--- src/rtl/ptpd_pkg.sv ---
// ----------------------------------------------------------------------------
// ptpd_pkg
// Shared widths, constants, types and helpers of the point transform unit.
// ----------------------------------------------------------------------------
package ptpd_pkg;

   localparam int DATA_W  = 32;
   localparam int IDX_W   = 4;
   localparam int EPS_W   = 16;
   localparam int FRAC_W  = 16;
   localparam int PROD_W  = 2 * DATA_W;
   localparam int ACC_W   = PROD_W + 1;
   localparam int VAL_W   = ACC_W - FRAC_W + 1;
   localparam int QUO_W   = DATA_W;
   localparam int FIX_ONE = 65536;

   localparam int CSR_ADDR_W   = 3;
   localparam int CSR_WORD_LSB = 2;

   localparam logic CSR_IDX_EPSILON = 1'b0;
   localparam logic CMD_LOAD        = 1'b0;
   localparam logic CMD_XFORM       = 1'b1;

   localparam logic [EPS_W-1:0] EPS_RESET = 16'd1;

   localparam logic [DATA_W-1:0] S32_MAX = 32'h7FFF_FFFF;
   localparam logic [DATA_W-1:0] S32_MIN = 32'h8000_0000;

   // matrix column of a sequencer step
   localparam logic [1:0] COL_X = 2'd0;
   localparam logic [1:0] COL_Y = 2'd1;
   localparam logic [1:0] COL_Z = 2'd2;
   localparam logic [1:0] COL_T = 2'd3;

   typedef logic signed [DATA_W-1:0] word_type;
   typedef logic signed [VAL_W-1:0]  val_type;
   typedef logic [VAL_W-1:0]         mag_type;

   typedef struct packed {
      logic [DATA_W-1:0] value;
      logic              sat;
   } clamp_type;

   function automatic logic [DATA_W-1:0] identity_elem(logic [IDX_W-1:0] idx);
      logic [DATA_W-1:0] e;
      begin
         e = (idx[3:2] == idx[1:0]) ? DATA_W'(FIX_ONE) : '0;
         return e;
      end
   endfunction

   function automatic mag_type mag_of(val_type v);
      mag_type m;
      begin
         m = v[VAL_W-1] ? mag_type'(-v) : mag_type'(v);
         return m;
      end
   endfunction

   function automatic clamp_type clamp32(val_type v);
      clamp_type c;
      begin
         if (!v[VAL_W-1] && (|v[VAL_W-2:DATA_W-1])) begin
            c.value = S32_MAX;
            c.sat   = 1'b1;
         end else if (v[VAL_W-1] && !(&v[VAL_W-2:DATA_W-1])) begin
            c.value = S32_MIN;
            c.sat   = 1'b1;
         end else begin
            c.value = v[DATA_W-1:0];
            c.sat   = 1'b0;
         end
         return c;
      end
   endfunction

endpackage

--- src/rtl/ptpd_matrix_mem.sv ---
// ----------------------------------------------------------------------------
// ptpd_matrix_mem
// 16 x 32 matrix store, registered read; unwritten entries read as identity.
// ----------------------------------------------------------------------------
module ptpd_matrix_mem (
   input  logic                           clock,
   input  logic                           reset,
   input  logic                           wr_en,
   input  logic [ptpd_pkg::IDX_W-1:0]     wr_addr,
   input  logic [ptpd_pkg::DATA_W-1:0]    wr_data,
   input  logic [ptpd_pkg::IDX_W-1:0]     rd_addr,
   output logic [ptpd_pkg::DATA_W-1:0]    rd_data
);

   localparam int DEPTH = 2 ** ptpd_pkg::IDX_W;

   logic [ptpd_pkg::DATA_W-1:0] mem_ff [DEPTH];
   logic [ptpd_pkg::DATA_W-1:0] rd_word_ff;
   logic [ptpd_pkg::IDX_W-1:0]  rd_addr_ff;
   logic [DEPTH-1:0]            valid_ff;
   logic [DEPTH-1:0]            valid_in;

   always_ff @(posedge clock) begin
      if (wr_en) begin
         mem_ff[wr_addr] <= wr_data;
      end
      rd_word_ff <= mem_ff[rd_addr];
      rd_addr_ff <= rd_addr;
   end

   always_comb begin
      valid_in = valid_ff;
      if (wr_en) begin
         valid_in[wr_addr] = 1'b1;
      end
   end

   always_ff @(posedge clock) begin
      if (reset) begin
         valid_ff <= '0;
      end else begin
         valid_ff <= valid_in;
      end
   end

   assign rd_data = valid_ff[rd_addr_ff] ? rd_word_ff : ptpd_pkg::identity_elem(rd_addr_ff);

endmodule

--- config.mk ---
export PLATFORM = sky130hd
export DESIGN_NAME = ptpd_matrix_mem
export DESIGN_NICKNAME = d
export VERILOG_FILES = /design/src/rtl/ptpd_pkg.sv /design/src/rtl/ptpd_matrix_mem.sv
export SDC_FILE = /design/constraint.sdc
export NUM_CORES = 1
export LEC_CHECK = 0
export ABC_AREA = 1
export BUFFER_PORTS_ARGS = -buffer_cell sky130_fd_sc_hd__buf_2
export CORE_MARGIN = 8
export CORE_UTILIZATION = 50
export CTS_CLUSTER_SIZE = 14
export DETAILED_ROUTE_END_ITERATION = 8
export PLACE_DENSITY = 0.66
export RECOVER_POWER = 25
export SLEW_MARGIN = 20
export SYNTH_ARGS = -nofsm -noshare
export SYNTH_HDL_FRONTEND = slang
export SYNTH_SLANG_ARGS = --single-unit
--- constraint.sdc ---
create_clock -name clock -period 4.1 [get_ports clock]
set_input_delay 1.23 -clock clock [delete_from_list [all_inputs] [get_ports clock]]
set_output_delay 1.23 -clock clock [all_outputs]
set_load 0.01 [all_outputs]
======== Word-level counts from Yosys, hierarchy flattened ========
Memories as Yosys holds them, arrays and structs flattened. A register that Yosys moved wholly into a read port is not among the register bits.
Index checks and enable logic that the tools add are counted.
cells by class
  magnitude comparators ................... 3
  eq/ne operators ......................... 1
  muxes and demuxes ....................... 8
  bitwise operators ....................... 1
  reduce and logical (&&, ||, !) cells .... 1
operators with widths
  kind                  number
  $mux W32              1
  $mux W17              1
  $or A16 B16 Y16       1
  $lt A4 B5 Y1 const B  2
  $bmux W1 S4           1
  $demux W1 S4          1
  $ge A4 B1 Y1 const B  1
  $mux W1               4
  $eq A2 B2 Y1          1
  $logic_and A1 B1 Y1   1
storage, ports and cells
  register bits ........................... 20
  RAM bits ................................ 512
  output and inout port bits .............. 32
  logic and storage cells ................. 17
  memories ................................ 1
memory list
  memory  words  width  rd ports  clocked after memory_dff  write ports  line                   text
  mem_ff  16     32     1         1                         1            ptpd_matrix_mem.sv:17  logic [ptpd_pkg::DATA_W-1:0] mem_ff [DEPTH];

======== Logic depth before layout (Yosys ltp) ========
  depth after elaboration ................. 5
  gate-level depth with buffers ........... 10
  gate-level depth less buffers ........... 8

======== Worst setup path after synthesis ========
OpenSTA, ideal clock, no wires.
  path kind ............................... input to register
  start ................................... input wr_en
  end ..................................... memory mem_ff[12][0] (netlist bit), enable pin
  setup time .............................. 0.422 ns
  arrival time ............................ 2.911 ns
  data required time ...................... 3.678 ns
  setup slack ............................. 0.766 ns
  stages on the path ...................... 4
  path through ............................ inv_1 nor3_1 inv_1 nor2_1
between the ends
  word-level cells in the longest chain between the ends .. 2
RTL lines
  what                           line                   text
  start, declared                ptpd_matrix_mem.sv:8   input logic wr_en,
  $mux W1                        ptpd_matrix_mem.sv:24  if (wr_en) begin
  $mux W1 (implied by the code)  ptpd_matrix_mem.sv:25  mem_ff[wr_addr] <= wr_data;
  end, declared                  ptpd_matrix_mem.sv:17
No other way between the ends.

======== Worst setup path in the final report ========
  start ................................... register rd_addr_ff[0] (netlist bit)
  end ..................................... output rd_data[15] (netlist bit)
between the ends
  word-level cells in the longest chain between the ends .. 3
RTL lines
  what                           line                   text
  start, declared                ptpd_matrix_mem.sv:19  logic [ptpd_pkg::IDX_W-1:0] rd_addr_ff;
  start signal, assigned         ptpd_matrix_mem.sv:28  rd_addr_ff <= rd_addr;
  $bmux W1 S4                    ptpd_matrix_mem.sv:46  assign rd_data = valid_ff[rd_addr_ff] ? rd_word_ff : ptpd_pkg::identity_elem(rd_addr_ff);
  $mux W1 (implied by the code)  ptpd_matrix_mem.sv:46
  $mux W32                       ptpd_matrix_mem.sv:46
  end, declared                  ptpd_matrix_mem.sv:12  output logic [ptpd_pkg::DATA_W-1:0] rd_data
No other way between the ends. The select of a mux whose other input is x is not followed.

==> metrics.md <==
| Metric | Value |
|---|---|
| Worst-case clock buffer depth | 3 |
| Die Ht | 229 um |
| Antenna diode count | 0 |
| Die ar. | 52500 um^2 |
| Final wirelength | ~50000 um |
| Most frequent cells in the layout | edfxtp_1 (512), inv_1 (315), nand3_1 (207), nand2_1 (182), a21oi_1 (130) |
| Clock-pin slew on the worst setup and hold paths | ~0.060 ns |
| Yosys warns | 0 |
| Worst-Margin Slew | 1.01 ns |
| Gates resized, CTS repair | 0 |
| Post-synthesis cell area | 22700 um^2 |
| Placeable Area | about 45000 um^2 |
| GR Overflow Total | 0 |
| Worst Clk Skew | 0.0141 ns |
| Slew margin rel. | 32.5% |
| Syn Inst Count | 1852 |
| Commonest non-fill, non-tap cell in the layout | edfxtp_1 |
| Avg Cell Area, Syn | 12.3 um^2 |
| Initial antenna violation count | 0 |
| Fin Setup TNS | 0 ns |
| Largest net degree at the start of global routing | roughly 120 |
| Root buf cell | clkbuf_16 |
| Clock power frac | 41.6% |
| Logic gate share of total power | 5.9% |
| Distinct cells, synth | 22 |
| CP max FO | 18 |
| Via density | ~5.4 |
| Final ANT Viol Nets | 0 |
| Min Tclk post-route | 3.81 ns |
| Post-DR wirelength/cell | 19.4 um |
| Max IR drop VDD | between 300 and 400 uV |
| I/O Buffers | 74 |
| Critical Path RT | 2.87 ns |
| Startpoint types | register |
| Maxcap violations | 0 |
| Iter 0 DRT Violations | 1365 |
| Post-Syn Nets | approximately 1.9k |
| Register area | approximately 16000 um^2 |
| Vias in the first global route | between 10k and 15k |
| P_int | ~9.7 mW |
| Final Hold Vio Count | 0 |
| Rows | 78 |
| Total GRT Usage | 18.5% |
| Vias after detailed routing | 13.8k |
| Net total in the final layout | 1955 |
| Share of cells above drive strength 1 | about 10% |
| Number of post-CTS setup repair buffers | 0 |
| Footprint of the multi-input gates | 4430 um^2 |
| Hold-fix buffers, CTS | 0 |
| Fillers | 3674 |
| Ranking of synthesized cells by area | edfxtp_1 (68%), inv_1 (5.2%), dfxtp_1 (4.6%) |
| # setup viols final | 0 |
| Critical path endpoint category | output port |
| H-tree Lvls | 2 |
| Switching pwr | 2.62 mW |
| Die Span X | 229 um |
| CTS tree | yes |
| Placer Congestion | 0.770 |
| Sequential share of power | a little over half |
| Top-area cell type share of the netlist area | 67.8% |
| F_max | between 200 and 300 MHz |
| RSZ-0062 raised after global routing | false |
| Net Sw Frac | 21.4% |
| CP Data Arrival Time | 2.58 ns |
| Io pins | 75 |
| Leakage | 9.59 nW |
| DRT Pass-1 Iters | 5 |
| Area growth syn-to-layout | 12.3% |
| PwrDens | 482 nW/um^2 |
| Max Slew Vio Count | 0 |
| Crit share post-route | about 93% |
| First-pass GRT wire length | 76600 um |
| Flops & latches, synth | 564 |
| Post-synth top area cell | edfxtp_1 |
| Type of the worst min-delay path | register to register |
| CTS Sinks | ~560 |
| Sequential cell area fraction in the yosys report | 72.3% |
| Initial core utilization | around 50% |
| Power Total | ~12 mW |
| WS Path Type | register to output port |
| Hpwl dp | 27600 um |
| Clock latency on the worst-skew pair | 0.59 ns |
| Inserted Clock Buffers | 56 |
| Status | finished clean |
| DRC | 0 |
critical path: stages, from the launching register on:
cell and delay (ns):
dfxtp_1 0.52, inv_1 0.19, or2_0 0.24, nand2_1 0.06, nand3_1 0.06, nand3_1 0.09
nand2_1 0.08, inv_2 0.31, buf_12 0.22, nor2_1 0.06, buf_2 0.14
per-layer routing:
layer | up-vias | GRT usage [%] | routed length (um)
met3 | 68 | 3.76 | 3230
li1 | 6570 | - | -
met5 | - | 0 | 0
met4 | 0 | 4.94 | 890
met2 | 396 | 29.8 | 23700
met1 | 6720 | 25.5 | 21900
power by group through the flow:
stage	clock network, mW	registers, mW	logic [mW]
6_report	5.10	6.45	0.719
5_1_grt	5.41	6.46	0.806
4_1_cts	5.20	6.45	0.732
3_5_place_dp	0	6.58	0.728
3_3_place_gp	0	6.57	0.713
2_1_floorplan	0	6.57	0.471
cell type report:
| class | count | area share, % |
|---|---|---|
| clock buffers | 78 | 6.26 |
| clock inverters | 26 | 1.01 |
| inverters | 317 | 4.67 |
| multi-input cells | 860 | 17.4 |
| flip-flops and latches | 564 | 64.4 |
| well taps | 600 | 2.95 |
| repair buffers | 113 | 3.31 |
metrics by stage:
stage | hold WS (ns) | setup slack (ns) | util [%] | cells | area (um^2)
CTS | 0.464 | 0.200 | 56.6 | 2558 | 25500
floorplan | 0.433 | 0.766 | - | 1852 | 22700
finish | 0.469 | 0.287 | 56.5 | 2558 | 25500
global route | 0.492 | 0.0270 | 56.5 | 2558 | 25500
global placement | 0.451 | 0.932 | 52.5 | 2454 | 23700
detailed placement | 0.454 | 0.851 | 52.5 | 2454 | 23700
cell usage after synthesis (all sizes together):
cell	count
nand3	207
a21oi	131
dfxtp	52
edfxtp	512
o21ai	129
or2	1
buf	78
o211ai	128
nand2	182
inv	317
xor2	1
clkbuf	33
nor2	79
nor3	2
sequential cells by signal, indices dropped and copies added (netlist names):
name        cells
rd_word_ff     32
rd_addr_ff      4
mem_ff        512
valid_ff       16
kinds of logic (layout without fill, tap and decap cells):
| logic type | Yosys count | in the layout | share of synthesized area [%] |
|---|---|---|---|
| compound gates | 388 | 388 | 9.99 |
| xor+xnor | 1 | 1 | 0.0386 |
| buf+inv | 428 | 534 | 8.68 |
| flops | 564 | 564 | 72.3 |
| simple gates | 471 | 471 | 8.95 |
path summary, 6_finish.rpt:
kind | start | end | slack [ns] | cells past startpoint
setup / recovery | rd_addr_ff[0] | rd_data[15] | 0.29 | 10
hold / removal | valid_ff[3] | valid_ff[3] | 0.47 | 2
hold reg to reg | valid_ff[3] | valid_ff[3] | 0.47 | 2
setup reg to reg | mem_ff[1][8] | rd_word_ff[8] | 3.00 | 6
(Power assumes the default switching activity.)
