[src/rtl/ptpd_pkg.sv]
// ----------------------------------------------------------------------------
// ptpd_pkg
// Shared widths, constants, types and helpers of the point transform unit.
// ----------------------------------------------------------------------------
package ptpd_pkg;

   localparam int DATA_W  = 32;
   localparam int IDX_W   = 4;
   localparam int EPS_W   = 16;
   localparam int FRAC_W  = 16;
   localparam int PROD_W  = 2 * DATA_W;
   localparam int ACC_W   = PROD_W + 1;
   localparam int VAL_W   = ACC_W - FRAC_W + 1;
   localparam int QUO_W   = DATA_W;
   localparam int FIX_ONE = 65536;

   localparam int CSR_ADDR_W   = 3;
   localparam int CSR_WORD_LSB = 2;

   localparam logic CSR_IDX_EPSILON = 1'b0;
   localparam logic CMD_LOAD        = 1'b0;
   localparam logic CMD_XFORM       = 1'b1;

   localparam logic [EPS_W-1:0] EPS_RESET = 16'd1;

   localparam logic [DATA_W-1:0] S32_MAX = 32'h7FFF_FFFF;
   localparam logic [DATA_W-1:0] S32_MIN = 32'h8000_0000;

   // matrix column of a sequencer step
   localparam logic [1:0] COL_X = 2'd0;
   localparam logic [1:0] COL_Y = 2'd1;
   localparam logic [1:0] COL_Z = 2'd2;
   localparam logic [1:0] COL_T = 2'd3;

   typedef logic signed [DATA_W-1:0] word_type;
   typedef logic signed [VAL_W-1:0]  val_type;
   typedef logic [VAL_W-1:0]         mag_type;

   typedef struct packed {
      logic [DATA_W-1:0] value;
      logic              sat;
   } clamp_type;

   function automatic logic [DATA_W-1:0] identity_elem(logic [IDX_W-1:0] idx);
      logic [DATA_W-1:0] e;
      begin
         e = (idx[3:2] == idx[1:0]) ? DATA_W'(FIX_ONE) : '0;
         return e;
      end
   endfunction

   function automatic mag_type mag_of(val_type v);
      mag_type m;
      begin
         m = v[VAL_W-1] ? mag_type'(-v) : mag_type'(v);
         return m;
      end
   endfunction

   function automatic clamp_type clamp32(val_type v);
      clamp_type c;
      begin
         if (!v[VAL_W-1] && (|v[VAL_W-2:DATA_W-1])) begin
            c.value = S32_MAX;
            c.sat   = 1'b1;
         end else if (v[VAL_W-1] && !(&v[VAL_W-2:DATA_W-1])) begin
            c.value = S32_MIN;
            c.sat   = 1'b1;
         end else begin
            c.value = v[DATA_W-1:0];
            c.sat   = 1'b0;
         end
         return c;
      end
   endfunction

endpackage

[src/rtl/ptpd_divider.sv]
// ----------------------------------------------------------------------------
// ptpd_divider
// Three-lane restoring divider, one quotient bit per cycle, shared divisor.
// ----------------------------------------------------------------------------
module ptpd_divider (
   input  logic                clock,
   input  logic                reset,
   input  logic                start,
   input  ptpd_pkg::val_type   num [3],
   input  ptpd_pkg::val_type   den,
   output logic                done,
   output ptpd_pkg::word_type  quo [3],
   output logic                sat
);

   localparam int VW    = ptpd_pkg::VAL_W;
   localparam int QW    = ptpd_pkg::QUO_W;
   localparam int FW    = ptpd_pkg::FRAC_W;
   localparam int CNT_W = $clog2(QW);

   logic                 init_ff;
   logic                 run_ff;
   logic                 fin_ff;
   logic                 done_ff;
   logic [CNT_W-1:0]     cnt_ff;
   ptpd_pkg::mag_type    da_ff;
   logic                 den_neg_ff;
   ptpd_pkg::mag_type    na_ff  [3];
   logic                 neg_ff [3];
   logic                 ovf_ff [3];
   ptpd_pkg::mag_type    rem_ff [3];
   logic [QW-1:0]        sh_ff  [3];
   logic [QW-1:0]        q_ff   [3];
   ptpd_pkg::word_type   quo_ff [3];
   logic                 sat_ff;
   logic [VW:0]          trial  [3];
   logic [VW:0]          diff   [3];
   ptpd_pkg::word_type   lane_res [3];
   logic [2:0]           lane_sat;

   always_ff @(posedge clock) begin
      if (reset) begin
         init_ff <= 1'b0;
         run_ff  <= 1'b0;
         fin_ff  <= 1'b0;
         done_ff <= 1'b0;
         cnt_ff  <= '0;
      end else begin
         init_ff <= start;
         fin_ff  <= run_ff && (&cnt_ff);
         done_ff <= fin_ff;
         if (init_ff) begin
            run_ff <= 1'b1;
            cnt_ff <= '0;
         end else if (run_ff) begin
            cnt_ff <= cnt_ff + 1'b1;
            if (&cnt_ff) begin
               run_ff <= 1'b0;
            end
         end
      end
   end

   always_ff @(posedge clock) begin
      if (start) begin
         da_ff      <= ptpd_pkg::mag_of(den);
         den_neg_ff <= den[VW-1];
      end
   end

   for (genvar g = 0; g < 3; g++) begin : g_lane
      assign trial[g] = {rem_ff[g], sh_ff[g][QW-1]};
      assign diff[g]  = trial[g] - {1'b0, da_ff};

      always_ff @(posedge clock) begin
         if (start) begin
            na_ff[g]  <= ptpd_pkg::mag_of(num[g]);
            neg_ff[g] <= num[g][VW-1];
         end else if (init_ff) begin
            neg_ff[g] <= neg_ff[g] ^ den_neg_ff;
            ovf_ff[g] <= VW'(na_ff[g][VW-1:FW]) >= da_ff;
            rem_ff[g] <= VW'(na_ff[g][VW-1:FW]);
            sh_ff[g]  <= {na_ff[g][FW-1:0], {(QW-FW){1'b0}}};
            q_ff[g]   <= '0;
         end else if (run_ff) begin
            sh_ff[g] <= {sh_ff[g][QW-2:0], 1'b0};
            if (!diff[g][VW]) begin
               rem_ff[g] <= diff[g][VW-1:0];
               q_ff[g]   <= {q_ff[g][QW-2:0], 1'b1};
            end else begin
               rem_ff[g] <= trial[g][VW-1:0];
               q_ff[g]   <= {q_ff[g][QW-2:0], 1'b0};
            end
         end
      end

      always_comb begin
         if (ovf_ff[g]) begin
            lane_res[g] = neg_ff[g] ? ptpd_pkg::S32_MIN : ptpd_pkg::S32_MAX;
            lane_sat[g] = 1'b1;
         end else if (neg_ff[g]) begin
            if (q_ff[g] > ptpd_pkg::S32_MIN) begin
               lane_res[g] = ptpd_pkg::S32_MIN;
               lane_sat[g] = 1'b1;
            end else begin
               lane_res[g] = -q_ff[g];
               lane_sat[g] = 1'b0;
            end
         end else if (q_ff[g][QW-1]) begin
            lane_res[g] = ptpd_pkg::S32_MAX;
            lane_sat[g] = 1'b1;
         end else begin
            lane_res[g] = q_ff[g];
            lane_sat[g] = 1'b0;
         end
      end

      always_ff @(posedge clock) begin
         if (fin_ff) begin
            quo_ff[g] <= lane_res[g];
         end
      end
   end

   always_ff @(posedge clock) begin
      if (fin_ff) begin
         sat_ff <= |lane_sat;
      end
   end

   assign done = done_ff;
   assign quo  = quo_ff;
   assign sat  = sat_ff;

endmodule

[config.mk]
export PLATFORM = sky130hd
export DESIGN_NAME = ptpd_divider
export DESIGN_NICKNAME = d
export VERILOG_FILES = /design/src/rtl/ptpd_pkg.sv /design/src/rtl/ptpd_divider.sv
export SDC_FILE = /design/constraint.sdc
export NUM_CORES = 2
export LEC_CHECK = 0
export BUFFER_PORTS_ARGS = -buffer_cell sky130_fd_sc_hd__buf_2
export CELL_PAD_IN_SITES_DETAIL_PLACEMENT = 1
export CELL_PAD_IN_SITES_GLOBAL_PLACEMENT = 2
export CORE_ASPECT_RATIO = 1.5
export CORE_MARGIN = 2
export CORE_UTILIZATION = 40
export DETAILED_ROUTE_END_ITERATION = 6
export GPL_ROUTABILITY_DRIVEN = 0
export PLACE_DENSITY = 0.93
export SYNTH_ARGS = -nofsm -noshare
export SYNTH_HDL_FRONTEND = slang
export SYNTH_SLANG_ARGS = --single-unit
[constraint.sdc]
create_clock -name clock -period 6.65 [get_ports clock]
set_input_delay 1.33 -clock clock [delete_from_list [all_inputs] [get_ports clock]]
set_output_delay 1.33 -clock clock [all_outputs]
set_load 0.01 [all_outputs]
## Word-level counts from Yosys, hierarchy flattened

Memory sizes are Yosys's and may differ from the RTL's.
Cells that the tools add are included.

| storage, ports and cells | value |
|---|---|
| output and inout bits | 98 |
| register bits after elaboration | 157 |
| bits of input ports | 203 |
| logic and storage cells | 151 |
| memories | 6 |
| RAM bits | 495 |

| operators by class | value |
|---|---|
| muxes and demuxes | 91 |
| order comparisons | 6 |
| bitwise gates (word level) | 21 |
| reductions and logical operators | 4 |
| $add $sub $neg | 11 |

Memory list:

| memory | words | width | rd ports | clocked after memory_dff | wr ports | RTL line | source |
|---|---|---|---|---|---|---|---|
| na_ff | 3 | 50 | 3 | 0 | 3 | ptpd_divider.sv:28 | `ptpd_pkg::mag_type na_ff [3];` |
| rem_ff | 3 | 50 | 3 | 0 | 3 | ptpd_divider.sv:31 | `ptpd_pkg::mag_type rem_ff [3];` |
| q_ff | 3 | 32 | 3 | 0 | 3 | ptpd_divider.sv:33 | `logic [QW-1:0] q_ff [3];` |
| sh_ff | 3 | 31 | 3 | 0 | 3 | ptpd_divider.sv:32 | `logic [QW-1:0] sh_ff [3];` |
| neg_ff | 3 | 1 | 3 | 0 | 3 | ptpd_divider.sv:29 | `logic neg_ff [3];` |
| ovf_ff | 3 | 1 | 3 | 0 | 3 | ptpd_divider.sv:30 | `logic ovf_ff [3];` |

Operator list:

| cell | count |
|---|---|
| 32-bit 2-to-1 mux | 18 |
| 50-bit 2-to-1 mux | 9 |
| 50-bit negation | 4 |
| 31-bit 2-to-1 mux | 6 |
| 51-bit by 50-bit subtractor with 51-bit output | 3 |
| 34-bit by 50-bit >= comparator with 1-bit output | 3 |
| 32-bit > comparator (second input constant) | 3 |
| 32-bit negation | 3 |
| 1-bit 2-to-1 mux | 57 |
| 49-bit 2-to-1 mux | 1 |
| 1-bit OR | 18 |
| 5-bit by 1-bit adder with 5-bit output (second input constant) | 1 |
| 5-bit AND reduction | 1 |
| 3-bit OR reduction | 1 |
| 1-bit XOR | 3 |
| 2-bit OR reduction | 1 |
| 1-bit logical AND | 1 |

## Depth between registers and ports, before layout

An unclocked memory read counts as a cell.

| depth | value |
|---|---|
| depth after elaboration | 9 |
| mapped depth | 17 |
| gate-level depth less buffers | 15 |

## Least setup slack after synthesis

No wires, ideal clock.

| path | value |
|---|---|
| path type | input to register |
| from | input port num[12] (netlist bit) |
| to | memory na_ff[0][145] (netlist bit), data pin |
| path buffers | 0 |
| cell stages on the path | 10 |
| data arrival time | 4.917 ns |
| data required time | 6.387 ns |
| setup time | 0.263 ns |
| path slack | 1.470 ns |
| cell sequence | or4_4 or3_4 or4_4 or4_1 or4_4 or4_4 or2_1 or4_4 o41ai_2 xnor2_1 |

RTL lines:

| what | RTL line | source |
|---|---|---|
| start: declaration | ptpd_divider.sv:9 | `input ptpd_pkg::val_type num [3],` |
| end: declaration | ptpd_divider.sv:28 |  |

==> impl_metrics.ini <==
[critical_path]
crit_path_end_kind = flip-flop
crit_arrival_ns = 5.65
crit_type = reg2reg
startpoint = da_ff[0]
worst_ep_required_time_ns = 7.06
critPathLaunchType = flip-flop
r2r_start = da_ff[0]
path_max_fanout = 83

[clock_tree]
clockBufferDepth = 3
cts_setup_buffers = 0
clock_latency_ns = 0.65
cts_resized = 0
cts_tree = yes
cts.htree.levels = 3
cts.reportedPaths.clkPinSlew_ns = 0.06
cts_buffers = 66
cts_hold_buf = 0
clock-sinks = 607
cts-root-buf = clkbuf_16

[layout]
nets = 4756
layout-drive-gt1-share_pct = 11.49
syn2layout_area_growth_pct = 12.61

[logic_synthesis]
synth_area_leaders = edfxtp_1, ha_1, xnor2_1
netlist_area_mm2 = 0.03948
synth_edf_count = 598
synth.top_cell.area_share_pct = 45.49
ys.flop_type = edfxtp_1
yosys-top-cells-count = edfxtp_1, nand2_1, nor2_1
synth_seq_cells = 607
avgSynthCellArea_um2 = 9.719
ys_types = 79
synthMostInstantiatedCell = edfxtp_1
yosys_warnings = 0
yosysTopAreaCell = edfxtp_1
ys_seq_area_share_pct = 45.94
async_flop_share_pct = 0
syn-num-nets = 4529
syn_inst = 4062

[grt]
grt_pass1_vias = 34060
grt_max_degree = 129
grt_pass1_wl_um = 188500
antenna_found_initial = 24
grt_usage_pct = 23.70
grt_overflow_total = 0

[timing]
final_hold_viol_count = 0
setup_viol = 0
worst_pin_slew_ns = 1.145
maxSlewViolCount = 0
fmax_mhz = 190.7
fin_skew_ns = 0.03475
layout_min_cycle_time_ns = 5.245
maxSlewHeadroom_pct = 23.70
tns_ns = 0
min_period_over_period_pct = 78.87
rsz0062_at_grt = false
fin_ws_ns = 1.405

[floorplanning]
die_x_um = 260.5
core_mm2 = 0.09809
dieArea_mm2 = 0.1013
fp.dieH_um = 388.8
initial_core_util_pct = 40.25
io_pins = 301
fp-row-count = 141

[min_path]
hold_class = reg2reg
hold_start = na_ff[0][7]

[routing]
wl_per_cell_um = 21.47
wl_um = 120900
postRouteAntennaNets = 0
drt_iter0_drc = 1579
dr.pass1.iters = 5
drc = 0
num_vias = 32480
post_drt_via_cell_ratio = 5.768

[pwr]
power_density_mw_per_mm2 = 249.3
peakVddDrop_mv = 0.2280
static-leakage-power_uw = 0.01744
total_power_uw = 11080

[run]
drv_cap = 0

[placed_design]
place_ws_ns = 1.043
portBuffers = 300
dpl.hpwl_um = 91600

[status]
outcome = finished clean
==> metrics by stage <==
stage	instances	instance area, µm²	util (%)	hold WS, ns
4_1_cts	5622	44430	45.30	0.5153
3_5_place_dp	5508	42370	43.19	0.4998
2_1_floorplan	4062	39480	-	0.4836
3_3_place_gp	5508	42370	43.19	0.4892
5_1_grt	5626	44440	45.31	0.5340
6_report	5631	44460	45.32	0.5091
==> critical path, cell delays in order, from the launching register on <==
cell	delay, ns
edfxtp_1	0.56
ha_1	0.33
fa_1	0.40
nor2b_1	0.24
o31a_1	0.23
o31ai_1	0.10
a211oi_1	0.50
a31oi_1	0.33
o41ai_1	0.48
buf_4	0.22
a31o_2	0.17
xnor2_2	0.29
buf_12	0.38
or2_2	0.31
nor2_1	0.07
a2111oi_0	0.35
==> power by group <==
group,switching [µW],internal [µW]
clock,1610,2050
combinational,1680,1060
sequential,161,4530
total,3450,7630
==> metal layers <==
layer	wire length, µm	track usage (%)	up-vias
li1	-	-	15510
met1	45580	25.34	16000
met2	64360	44.90	689
met3	4697	3.260	253
met4	6080	11.72	28
met5	184	0	-
==> cell usage in the layout, fill, tap and decap left out, types with 64 or more instances in the layout <==
cell type    n
a21oi_1    326
clkbuf_16   69
o21ai_0    263
and3_1      91
o31ai_1     70
nor2_1     337
edfxtp_1   598
xor2_1      71
a21o_1     101
a31oi_1     73
inv_1      119
nor3_1      82
nand3_1     71
or3_1       64
buf_2      299
xnor2_1    258
nand2_1    510
ha_1       261
==> cell families (layout without fill, tap and decap cells) <==
family,after synthesis,after routing,synth area share (%)
AO/OA/AOI/OAI,1075,1075,16.88
XOR/XNOR,331,331,7.343
adder cells (fa/ha/maj),264,264,8.424
buffers and inverters,305,578,2.900
flip-flops,607,607,45.94
multiplexers,57,57,1.448
other,0,9,0
AND/OR/NAND/NOR,1423,1423,17.06
==> flip-flops by register name (all words and copies together) (netlist names) <==
register / cells
neg_ff: 3
na_ff: 150
q_ff: 96
sh_ff: 48
quo: 96
cnt_ff: 5
done: 1
run_ff: 1
da_ff: 50
init_ff: 1
ovf_ff: 3
den_neg_ff: 1
sat: 1
rem_ff: 150
fin_ff: 1
==> final cells by class <==
type	count	area, µm²
Fill cell	11300	53630
Multi-Input combinational cell	3150	20280
Sequential cell	607	18140
Timing Repair Buffer	343	1884
Clock buffer	75	1749
Tap cell	1287	1610
Inverter	121	454.2
Clock inverter	39	316.6
Antenna cell	9	22.52
==> final timing paths <==
kind	endpoint	slack, ns	cells past startpoint
max	rem_ff[2][23]	1.41	15
min reg2reg	sh_ff[0][22]	0.51	2
max reg2reg	rem_ff[2][23]	1.41	15
min	sh_ff[0][22]	0.51	2
(Power assumes the default switching activity.)
