<file path="config.mk">
export PLATFORM = sky130hd
export DESIGN_NAME = ptpd_dot_engine
export DESIGN_NICKNAME = d
export VERILOG_FILES = /design/src/rtl/ptpd_pkg.sv /design/src/rtl/ptpd_dot_engine.sv
export SDC_FILE = /design/constraint.sdc
export NUM_CORES = 2
export LEC_CHECK = 0
export ABC_AREA = 1
export CAP_MARGIN = 15
export CORE_MARGIN = 2
export CORE_UTILIZATION = 25
export DETAILED_ROUTE_END_ITERATION = 10
export DONT_BUFFER_PORTS = 1
export GPL_ROUTABILITY_DRIVEN = 0
export GPL_TIMING_DRIVEN = 0
export HOLD_SLACK_MARGIN = 0.1
export MAX_ROUTING_LAYER = met4
export SKIP_CTS_REPAIR_TIMING = 1
export SLEW_MARGIN = 5
export SYNTH_ARGS = -nofsm -noshare
export SYNTH_HDL_FRONTEND = slang
export SYNTH_SLANG_ARGS = --single-unit
export TNS_END_PERCENT = 30
</file>
<file path="constraint.sdc">
create_clock -name clock -period 18.75 [get_ports clock]
set_input_delay 1.875 -clock clock [delete_from_list [all_inputs] [get_ports clock]]
set_output_delay 1.875 -clock clock [all_outputs]
set_load 0.01 [all_outputs]
</file>
<file path="src/rtl/ptpd_pkg.sv">
// ----------------------------------------------------------------------------
// ptpd_pkg
// Shared widths, constants, types and helpers of the point transform unit.
// ----------------------------------------------------------------------------
package ptpd_pkg;

   localparam int DATA_W  = 32;
   localparam int IDX_W   = 4;
   localparam int EPS_W   = 16;
   localparam int FRAC_W  = 16;
   localparam int PROD_W  = 2 * DATA_W;
   localparam int ACC_W   = PROD_W + 1;
   localparam int VAL_W   = ACC_W - FRAC_W + 1;
   localparam int QUO_W   = DATA_W;
   localparam int FIX_ONE = 65536;

   localparam int CSR_ADDR_W   = 3;
   localparam int CSR_WORD_LSB = 2;

   localparam logic CSR_IDX_EPSILON = 1'b0;
   localparam logic CMD_LOAD        = 1'b0;
   localparam logic CMD_XFORM       = 1'b1;

   localparam logic [EPS_W-1:0] EPS_RESET = 16'd1;

   localparam logic [DATA_W-1:0] S32_MAX = 32'h7FFF_FFFF;
   localparam logic [DATA_W-1:0] S32_MIN = 32'h8000_0000;

   // matrix column of a sequencer step
   localparam logic [1:0] COL_X = 2'd0;
   localparam logic [1:0] COL_Y = 2'd1;
   localparam logic [1:0] COL_Z = 2'd2;
   localparam logic [1:0] COL_T = 2'd3;

   typedef logic signed [DATA_W-1:0] word_type;
   typedef logic signed [VAL_W-1:0]  val_type;
   typedef logic [VAL_W-1:0]         mag_type;

   typedef struct packed {
      logic [DATA_W-1:0] value;
      logic              sat;
   } clamp_type;

   function automatic logic [DATA_W-1:0] identity_elem(logic [IDX_W-1:0] idx);
      logic [DATA_W-1:0] e;
      begin
         e = (idx[3:2] == idx[1:0]) ? DATA_W'(FIX_ONE) : '0;
         return e;
      end
   endfunction

   function automatic mag_type mag_of(val_type v);
      mag_type m;
      begin
         m = v[VAL_W-1] ? mag_type'(-v) : mag_type'(v);
         return m;
      end
   endfunction

   function automatic clamp_type clamp32(val_type v);
      clamp_type c;
      begin
         if (!v[VAL_W-1] && (|v[VAL_W-2:DATA_W-1])) begin
            c.value = S32_MAX;
            c.sat   = 1'b1;
         end else if (v[VAL_W-1] && !(&v[VAL_W-2:DATA_W-1])) begin
            c.value = S32_MIN;
            c.sat   = 1'b1;
         end else begin
            c.value = v[DATA_W-1:0];
            c.sat   = 1'b0;
         end
         return c;
      end
   endfunction

endpackage

</file>
<file path="src/rtl/ptpd_dot_engine.sv">
// ----------------------------------------------------------------------------
// ptpd_dot_engine
// Walks the matrix store and forms x, y, z, w on one shared multiplier.
// ----------------------------------------------------------------------------
module ptpd_dot_engine (
   input  logic                          clock,
   input  logic                          reset,
   input  logic                          start,
   input  ptpd_pkg::word_type            pt_x,
   input  ptpd_pkg::word_type            pt_y,
   input  ptpd_pkg::word_type            pt_z,
   output logic [ptpd_pkg::IDX_W-1:0]    rd_addr,
   input  logic [ptpd_pkg::DATA_W-1:0]   rd_data,
   output logic                          done,
   output ptpd_pkg::val_type             row_val [4]
);

   logic                               issue_ff;
   logic [ptpd_pkg::IDX_W-1:0]         step_ff;
   logic                               s1_vld_ff;
   logic [ptpd_pkg::IDX_W-1:0]         s1_step_ff;
   logic                               s2_vld_ff;
   logic [ptpd_pkg::IDX_W-1:0]         s2_step_ff;
   logic                               done_ff;
   ptpd_pkg::word_type                 pt_ff [3];
   logic signed [ptpd_pkg::PROD_W-1:0] prod_ff;
   logic signed [ptpd_pkg::PROD_W-1:0] prod_in;
   logic signed [ptpd_pkg::ACC_W-1:0]  acc_ff;
   logic signed [ptpd_pkg::ACC_W-1:0]  acc_sum;
   ptpd_pkg::val_type                  v_ff [4];
   ptpd_pkg::word_type                 elem;
   ptpd_pkg::word_type                 op_pt;
   logic [1:0]                         k1;
   logic [1:0]                         k2;
   logic [1:0]                         r2;

   // element index = column * 4 + row
   assign rd_addr = {step_ff[1:0], step_ff[3:2]};

   always_ff @(posedge clock) begin
      if (reset) begin
         issue_ff  <= 1'b0;
         step_ff   <= '0;
         s1_vld_ff <= 1'b0;
         s2_vld_ff <= 1'b0;
         done_ff   <= 1'b0;
      end else begin
         if (start) begin
            issue_ff <= 1'b1;
            step_ff  <= '0;
         end else if (issue_ff) begin
            step_ff <= step_ff + 1'b1;
            if (&step_ff) begin
               issue_ff <= 1'b0;
            end
         end
         s1_vld_ff <= issue_ff;
         s2_vld_ff <= s1_vld_ff;
         done_ff   <= s2_vld_ff && (k2 == ptpd_pkg::COL_T) && (&r2);
      end
   end

   always_ff @(posedge clock) begin
      if (start) begin
         pt_ff[0] <= pt_x;
         pt_ff[1] <= pt_y;
         pt_ff[2] <= pt_z;
      end
      s1_step_ff <= step_ff;
      s2_step_ff <= s1_step_ff;
   end

   // stage 1: multiply, or pass the translation term
   assign k1   = s1_step_ff[1:0];
   assign elem = ptpd_pkg::word_type'(rd_data);

   always_comb begin
      case (k1)
         ptpd_pkg::COL_X: op_pt = pt_ff[0];
         ptpd_pkg::COL_Y: op_pt = pt_ff[1];
         default:         op_pt = pt_ff[2];
      endcase
      if (k1 == ptpd_pkg::COL_T) begin
         prod_in = ptpd_pkg::PROD_W'(elem);
      end else begin
         prod_in = elem * op_pt;
      end
   end

   always_ff @(posedge clock) begin
      prod_ff <= prod_in;
   end

   // stage 2: accumulate exactly, floor to Q16.16 and add translation
   assign k2      = s2_step_ff[1:0];
   assign r2      = s2_step_ff[3:2];
   assign acc_sum = acc_ff + ptpd_pkg::ACC_W'(prod_ff);

   always_ff @(posedge clock) begin
      if (s2_vld_ff) begin
         case (k2) inside
            ptpd_pkg::COL_X: acc_ff <= ptpd_pkg::ACC_W'(prod_ff);
            ptpd_pkg::COL_Y, ptpd_pkg::COL_Z: acc_ff <= acc_sum;
            ptpd_pkg::COL_T: v_ff[r2] <= ptpd_pkg::VAL_W'(acc_ff >>> ptpd_pkg::FRAC_W)
                                        + prod_ff[ptpd_pkg::VAL_W-1:0];
            default: ;
         endcase
      end
   end

   assign done    = done_ff;
   assign row_val = v_ff;

endmodule

</file>
# ---- After elaboration in Yosys (flattened, before gate mapping)
# Memory sizes are Yosys's and may differ from the RTL's.
# Index checks and enable logic that the tools add are counted.
dict set report word_totals {
  ff_bits 345
  ram_bits 96
  inputBits 131
  out_inout_bits 205
  elab_cells 52
  mem_count 1
}
dict set report op_classes {
  add_sub_neg 3
  n_mul 1
  order_cmp 2
  n_eq_ne 5
  n_mux 12
  bitwise 3
  n_reduce_logical 12
}
# memory depth word_bits read_ports rd_ports_with_merged_regs write_ports line_no
set mem_list {}
lappend mem_list {pt_ff 3 32 3 0 3 ptpd_dot_engine.sv:25} ;# ptpd_pkg::word_type pt_ff [3];
# operator count
set op_table {}
lappend op_table {{$bwmux W200} 1}
lappend op_table {{$mux W65} 2}
lappend op_table {{$demux W50 S2} 1}
lappend op_table {{$add A65 B64 Y65} 1}
lappend op_table {{$mul A32 B32 Y64} 1}
lappend op_table {{$mux W64} 1}
lappend op_table {{$pmux W32 S2} 1}
lappend op_table {{$add A50 B50 Y50} 1}
lappend op_table {{$mux W50} 1}
lappend op_table {{$reduce_and A4 Y1} 2}
lappend op_table {{$eq A2 B2 Y1 const B} 3}
lappend op_table {{$mux W1} 5}
lappend op_table {{$add A4 B1 Y4 const B} 1}
lappend op_table {{$eq A2 B1 Y1 const B} 2}
lappend op_table {{$logic_not A2 Y1} 2}
lappend op_table {{$reduce_and A2 Y1} 2}
lappend op_table {{$reduce_or A2 Y1} 2}
lappend op_table {{$ge A3 B3 Y1 const B} 1}
lappend op_table {{$logic_and A1 B1 Y1} 3}
lappend op_table {{$lt A3 B1 Y1 const B} 1}
lappend op_table {{$not A2 Y3} 1}
lappend op_table {{$not A1 Y1} 2}
lappend op_table {{$reduce_bool A2 Y1} 1}

# ---- Longest topological paths before layout
dict set report depth {
  ltp_word 6
  depth_mapped 39
  ltp_nobuf 36
}

# ---- Least setup slack after synthesis
# Ideal clock, no wire load.
dict set report synth_timing {
  path_kind {input-to-reg}
  start {in rd_data[31] in the netlist's numbering}
  end {reg prod_ff[55] in the netlist's numbering}
  setup_ps 126
  arrival_ps 9017
  t_required_ps 18624
  path_slack_ps 9607
  stages 26
  path_buffers 2
  cell_sequence {clkbuf_1 -> clkinv_1 -> clkbuf_1 -> nor2_1 -> fa_1 -> fa_1 -> fa_1 -> fa_1 -> inv_1 -> fa_1 -> inv_1 -> fa_1 -> inv_1 -> fa_1 -> inv_1 -> fa_1 -> ha_1 -> nand2_1 -> nor2_1 -> nand2_1 -> nor4_1 -> nand2_1 -> nand3_1 -> nand2_1 -> nand3_1 -> nand2_1}
}
dict set report synth_between {
  elab_chain_len 2
}
# item line_no
set synth_rtl {}
lappend synth_rtl {{start, declared} ptpd_dot_engine.sv:13} ;# input logic [ptpd_pkg::DATA_W-1:0] rd_data,
lappend synth_rtl {{$mul A32 B32 Y64} ptpd_dot_engine.sv:86} ;# prod_in = elem * op_pt;
lappend synth_rtl {{$mux W64 *} ptpd_dot_engine.sv:83} ;# if (k1 == ptpd_pkg::COL_T) begin
lappend synth_rtl {{via prod_in (one bit)} ptpd_dot_engine.sv:27} ;# logic signed [ptpd_pkg::PROD_W-1:0] prod_in;
lappend synth_rtl {{end signal, assigned} ptpd_dot_engine.sv:91} ;# prod_ff <= prod_in;
lappend synth_rtl {{end, declared} ptpd_dot_engine.sv:26} ;# logic signed [ptpd_pkg::PROD_W-1:0] prod_ff;
# Mark *: on every way through the listed nets, which the timed path passes. The rest lies on a longest branch.
# A chain may end at the register's enable or synchronous reset.

# ---- Final worst setup path
dict set report layout_timing {
  start {in rd_data[31] in the netlist's numbering}
  end {reg prod_ff[63] in the netlist's numbering}
}
# The elaborated chain is that of the path after synthesis.

==> metrics.md <==
| Metric | Value |
|---|---|
| Required time of the critical path | `19.31 ns` |
| Register-to-register path setup slack | `8.40 ns` |
| Number of instances in the synthesized netlist | `7304` |
| Top area cells in the synthesized netlist | `sky130_fd_sc_hd__fa_1 (36%), sky130_fd_sc_hd__edfxtp_1 (18%), sky130_fd_sc_hd__nand2_1 (11%), sky130_fd_sc_hd__inv_1 (9.6%), sky130_fd_sc_hd__ha_1 (6.1%)` |
| Total DRC errors in the routed layout | `0` |
| Outcome | `finished, final reports clean` |
| Total Neg Setup Slack | `0 ns` |
| Synthesis warning total | `0` |
| Hold Violations, Final | `0` |
| Number of DRC markers after the initial detailed-route iteration | `4709` |
| Layout Skew | `0.0862 ns` |
| Maximum number of pins on one net before global-route repair | `99` |
| Area grow syn2layout | `9.80%` |
| Type of destination of the critical path | `flop` |
| Flip-flop and latch count after synthesis | `441` |
| Die area | `248000 um2` |
| Number of setup violations in the final report | `0` |
| Syn nets | `8817` |
| Initial core utilization | `25.1%` |
| Clock buffer depth | `3` |
| Number of global-route vias before repair | `50100` |
| Share of flip-flops with an asynchronous set or reset after synthesis | `0%` |
| Number of synthesized flops with an enable pin | `361` |
| Remaining number of nets flagged by the antenna check after routing | `0` |
| Overall global routing resource usage | `18.2%` |
| Area inside the core boundary | `243000 um2` |
| Cell variety after synth | `55` |
| Hold endpoint | `s2_step_ff[2]$_DFF_P_` |
| Minimum clock period after layout | `about 11 ns` |
| Largest fanout of any net on the critical path | `10` |
| Reg2Reg Launch Point | `s1_step_ff[1]$_DFF_P_` |
| Transition time at the pin with the least slew margin | `1.29 ns` |
| Register-to-Register Path Depth | `32` |
| Multi-input logic area | `around 42000 um2` |
| Average via count per standard cell | `4.66` |
| End of the worst register-to-register path | `prod_ff[63]$_DFF_P_` |
| Worst max-slew margin expressed relative to the limit | `14.0%` |
| FF+latch area | `about 12000 um2` |
| Overall via count from detail_route | `~50000` |
| RSZ-0062 raised after global routing | `no` |
| Count of port buffers added during placement | `0` |
| Fin crit share | `60.3%` |
| Layout Cells excl Fill | `10600` |
| Worst path arrival time | `11.87 ns` |
| End-of-flow core utilization | `~28%` |
| Die Ht | `498 um` |
| Number of clock buffers inserted by TritonCTS | `47` |
| First-pass iteration count of the detailed router | `8` |
| Fraction of layout instances using a drive strength above 1 | `5.06%` |
| Worst setup path class | `in2reg` |
| Type of the tightest min-delay check | `reg2reg` |
| Synthesized area divided by synthesized cell count | `8.35 um2` |
| DIE WIDTH | `498 um` |
| Maximum clock frequency | `88.4 MHz` |
| Portion of synthesized cell area occupied by the leading cell type | `35.6%` |
| Row cnt | `181` |
| Proportion of synthesized chip area in sequential cells | `20.4%` |
| Delay contributed by the slowest stage of the critical path | `0.96 ns` |
| Top cell type by total area after synthesis | `sky130_fd_sc_hd__fa_1` |
| Final #Nets | `8889` |
| Clk slew on worst S/H paths | `0.06 ns` |
| Hold path cells | `0` |
| CTS tree | `done` |
| Cell at the slowest stage of the critical path | `sky130_fd_sc_hd__fa_1` |
| Detailed-placement wirelength estimate | `between 150 and 200 mm` |
| Cell count after placement | `10500` |
| Critical Path Most Common Cell | `sky130_fd_sc_hd__fa_1` |
| Hold_sp | `s1_step_ff[2]$_DFF_P_` |
| First-pass GRT wire length | `326 mm` |
| Total wirelength of the detailed-routed design | `between 200 and 250 mm` |
| Final-layout fill cell count | `roughly 26000` |
| Critical path origin | `rd_data[31]` |
| Element type at the critical path start | `primary input` |
| Routed wire per std cell | `20.7 um` |
| Initial antenna violation count | `20` |
| H-tree depth reported by CTS | `2` |
| Max Cap Viol | `0` |
| Clk sinks | `about 440` |
| Main flop type after synthesis | `sky130_fd_sc_hd__edfxtp_1` |
| Total I/O pin count | `336` |
| Clock tree root buffer cell | `sky130_fd_sc_hd__clkbuf_16` |
| Post-synthesis cell area | `61000 um2` |
| Overflow left after global routing | `0` |
| Count of final max-slew check failures | `0` |
| Clock Latency Late Sink | `about 0.70 ns` |
## synth_stat cells (3+ instances only)
cell and n:
sky130_fd_sc_hd__nand2_1 1788, sky130_fd_sc_hd__inv_1 1555, sky130_fd_sc_hd__fa_1 1084, sky130_fd_sc_hd__nor2_1 845, sky130_fd_sc_hd__edfxtp_1 361, sky130_fd_sc_hd__ha_1 298, sky130_fd_sc_hd__nand3_1 247, sky130_fd_sc_hd__a21oi_1 211
sky130_fd_sc_hd__o21ai_0 123, sky130_fd_sc_hd__clkbuf_1 116, sky130_fd_sc_hd__dfxtp_1 80, sky130_fd_sc_hd__buf_2 59, sky130_fd_sc_hd__inv_2 46, sky130_fd_sc_hd__nand4_1 43, sky130_fd_sc_hd__xnor2_1 43, sky130_fd_sc_hd__nor3_1 35
sky130_fd_sc_hd__xor2_1 34, sky130_fd_sc_hd__nand2_2 30, sky130_fd_sc_hd__nand3_2 29, sky130_fd_sc_hd__o21bai_1 29, sky130_fd_sc_hd__or2_1 28, sky130_fd_sc_hd__nor2_2 23, sky130_fd_sc_hd__o21ai_1 21, sky130_fd_sc_hd__buf_4 17
sky130_fd_sc_hd__nand3b_1 16, sky130_fd_sc_hd__or2_2 14, sky130_fd_sc_hd__clkinv_1 13, sky130_fd_sc_hd__buf_6 12, sky130_fd_sc_hd__a21o_1 11, sky130_fd_sc_hd__and2_1 11, sky130_fd_sc_hd__a21oi_2 10, sky130_fd_sc_hd__a31oi_1 9
sky130_fd_sc_hd__nor3_2 7, sky130_fd_sc_hd__nor4_1 7, sky130_fd_sc_hd__and3_1 5, sky130_fd_sc_hd__nor4_2 5, sky130_fd_sc_hd__o21ai_2 5, sky130_fd_sc_hd__or2_0 4, sky130_fd_sc_hd__and2_2 3, sky130_fd_sc_hd__buf_1 3
sky130_fd_sc_hd__nor3_4 3, sky130_fd_sc_hd__o21a_1 3
## layout by cell type (no fill, tap or decap), types with 9 or more instances in the layout
cell	n
sky130_fd_sc_hd__nor2_2	23
sky130_fd_sc_hd__and2_1	11
sky130_fd_sc_hd__buf_6	20
sky130_fd_sc_hd__o21ai_1	21
sky130_fd_sc_hd__o21bai_1	29
sky130_fd_sc_hd__nor3_2	11
sky130_fd_sc_hd__clkbuf_1	120
sky130_fd_sc_hd__clkinv_1	23
sky130_fd_sc_hd__xor2_1	34
sky130_fd_sc_hd__inv_1	1555
sky130_fd_sc_hd__a21o_1	11
sky130_fd_sc_hd__o21ai_0	123
sky130_fd_sc_hd__buf_4	30
sky130_fd_sc_hd__a31oi_1	9
sky130_fd_sc_hd__ha_1	298
sky130_fd_sc_hd__a21oi_2	10
sky130_fd_sc_hd__nand3b_1	16
sky130_fd_sc_hd__clkbuf_16	47
sky130_fd_sc_hd__nand2_2	30
sky130_fd_sc_hd__diode_2	22
sky130_fd_sc_hd__fa_1	1083
sky130_fd_sc_hd__or2_1	28
sky130_fd_sc_hd__nor2_1	845
sky130_fd_sc_hd__nor3_1	31
sky130_fd_sc_hd__nand3_2	29
sky130_fd_sc_hd__nand2_1	1788
sky130_fd_sc_hd__or2_2	14
sky130_fd_sc_hd__buf_2	59
sky130_fd_sc_hd__inv_2	46
sky130_fd_sc_hd__xnor2_1	43
sky130_fd_sc_hd__a21oi_1	211
sky130_fd_sc_hd__dfxtp_1	80
sky130_fd_sc_hd__nand3_1	247
sky130_fd_sc_hd__edfxtp_1	361
sky130_fd_sc_hd__nand4_1	43
## worst max-delay path, delay by kind of cell
family | cells | cell delay (ns)
adders and majority gates | 9 | 5.02
buffers and inverters | 10 | 3.29
and+or+nand+nor | 11 | 1.66
## per-layer routing
layer / GRT usage [%] / vias to the layer above / share of wire (%)
li1: - / 22000 / -
met4: 8.78 / 0 / 5.6
met3: 5.06 / 477 / 11
met5: - / - / 0
met1: 22.5 / 24400 / 40
met2: 27.2 / 2713 / 43
## per-stage QoR
stage | hold WS, ns | setup WS [ns] | cell area (um2)
global route | 0.330 | 7.03 | 67000
finish | 0.327 | 7.44 | 67000
detailed placement | 0.312 | 6.99 | 65300
CTS | 0.327 | 7.71 | 66900
floorplan | 0.310 | 9.61 | 61000
global placement | 0.312 | 6.94 | 65000
## sequential cells by signal, indices dropped and copies added, names as in the netlist
register / cells
s1_vld_ff: 1
done: 1
pt_ff: 96
s2_step_ff: 4
issue_ff: 1
acc_ff: 65
row_val: 200
step_ff: 4
s1_step_ff: 4
s2_vld_ff: 1
prod_ff: 64
## worst max-delay path by stage
stage,end,cells after the start
after CTS,prod_ff[63]$_DFF_P_,30
final,prod_ff[63]$_DFF_P_,30
after detailed placement,prod_ff[63]$_DFF_P_,30
after global routing,prod_ff[55]$_DFF_P_,28
after global placement,prod_ff[63]$_DFF_P_,28
after floorplan,prod_ff[55]$_DFF_P_,26
## kinds of logic after synthesis
group	share of synthesized area, %
simple gates	21.3
buf+inv	11.6
fa+ha+maj	41.7
flops	20.4
compound gates	3.92
xor+xnor	1.11
## final cells by class
type	instances	share of cell area (%)
repair buffers	23	0.340
flip-flops and latches	441	18.6
plain buffers	207	1.50
diodes	22	0.0822
multi-input cells	5041	62.0
inverters	1615	9.05
well taps	3202	5.98
clock inverters	37	0.695
clock buffers	51	1.78
Power is left out: the tool's default activity adds up to more than one toggle a clock period on the data nets, which glitch-free logic cannot reach.
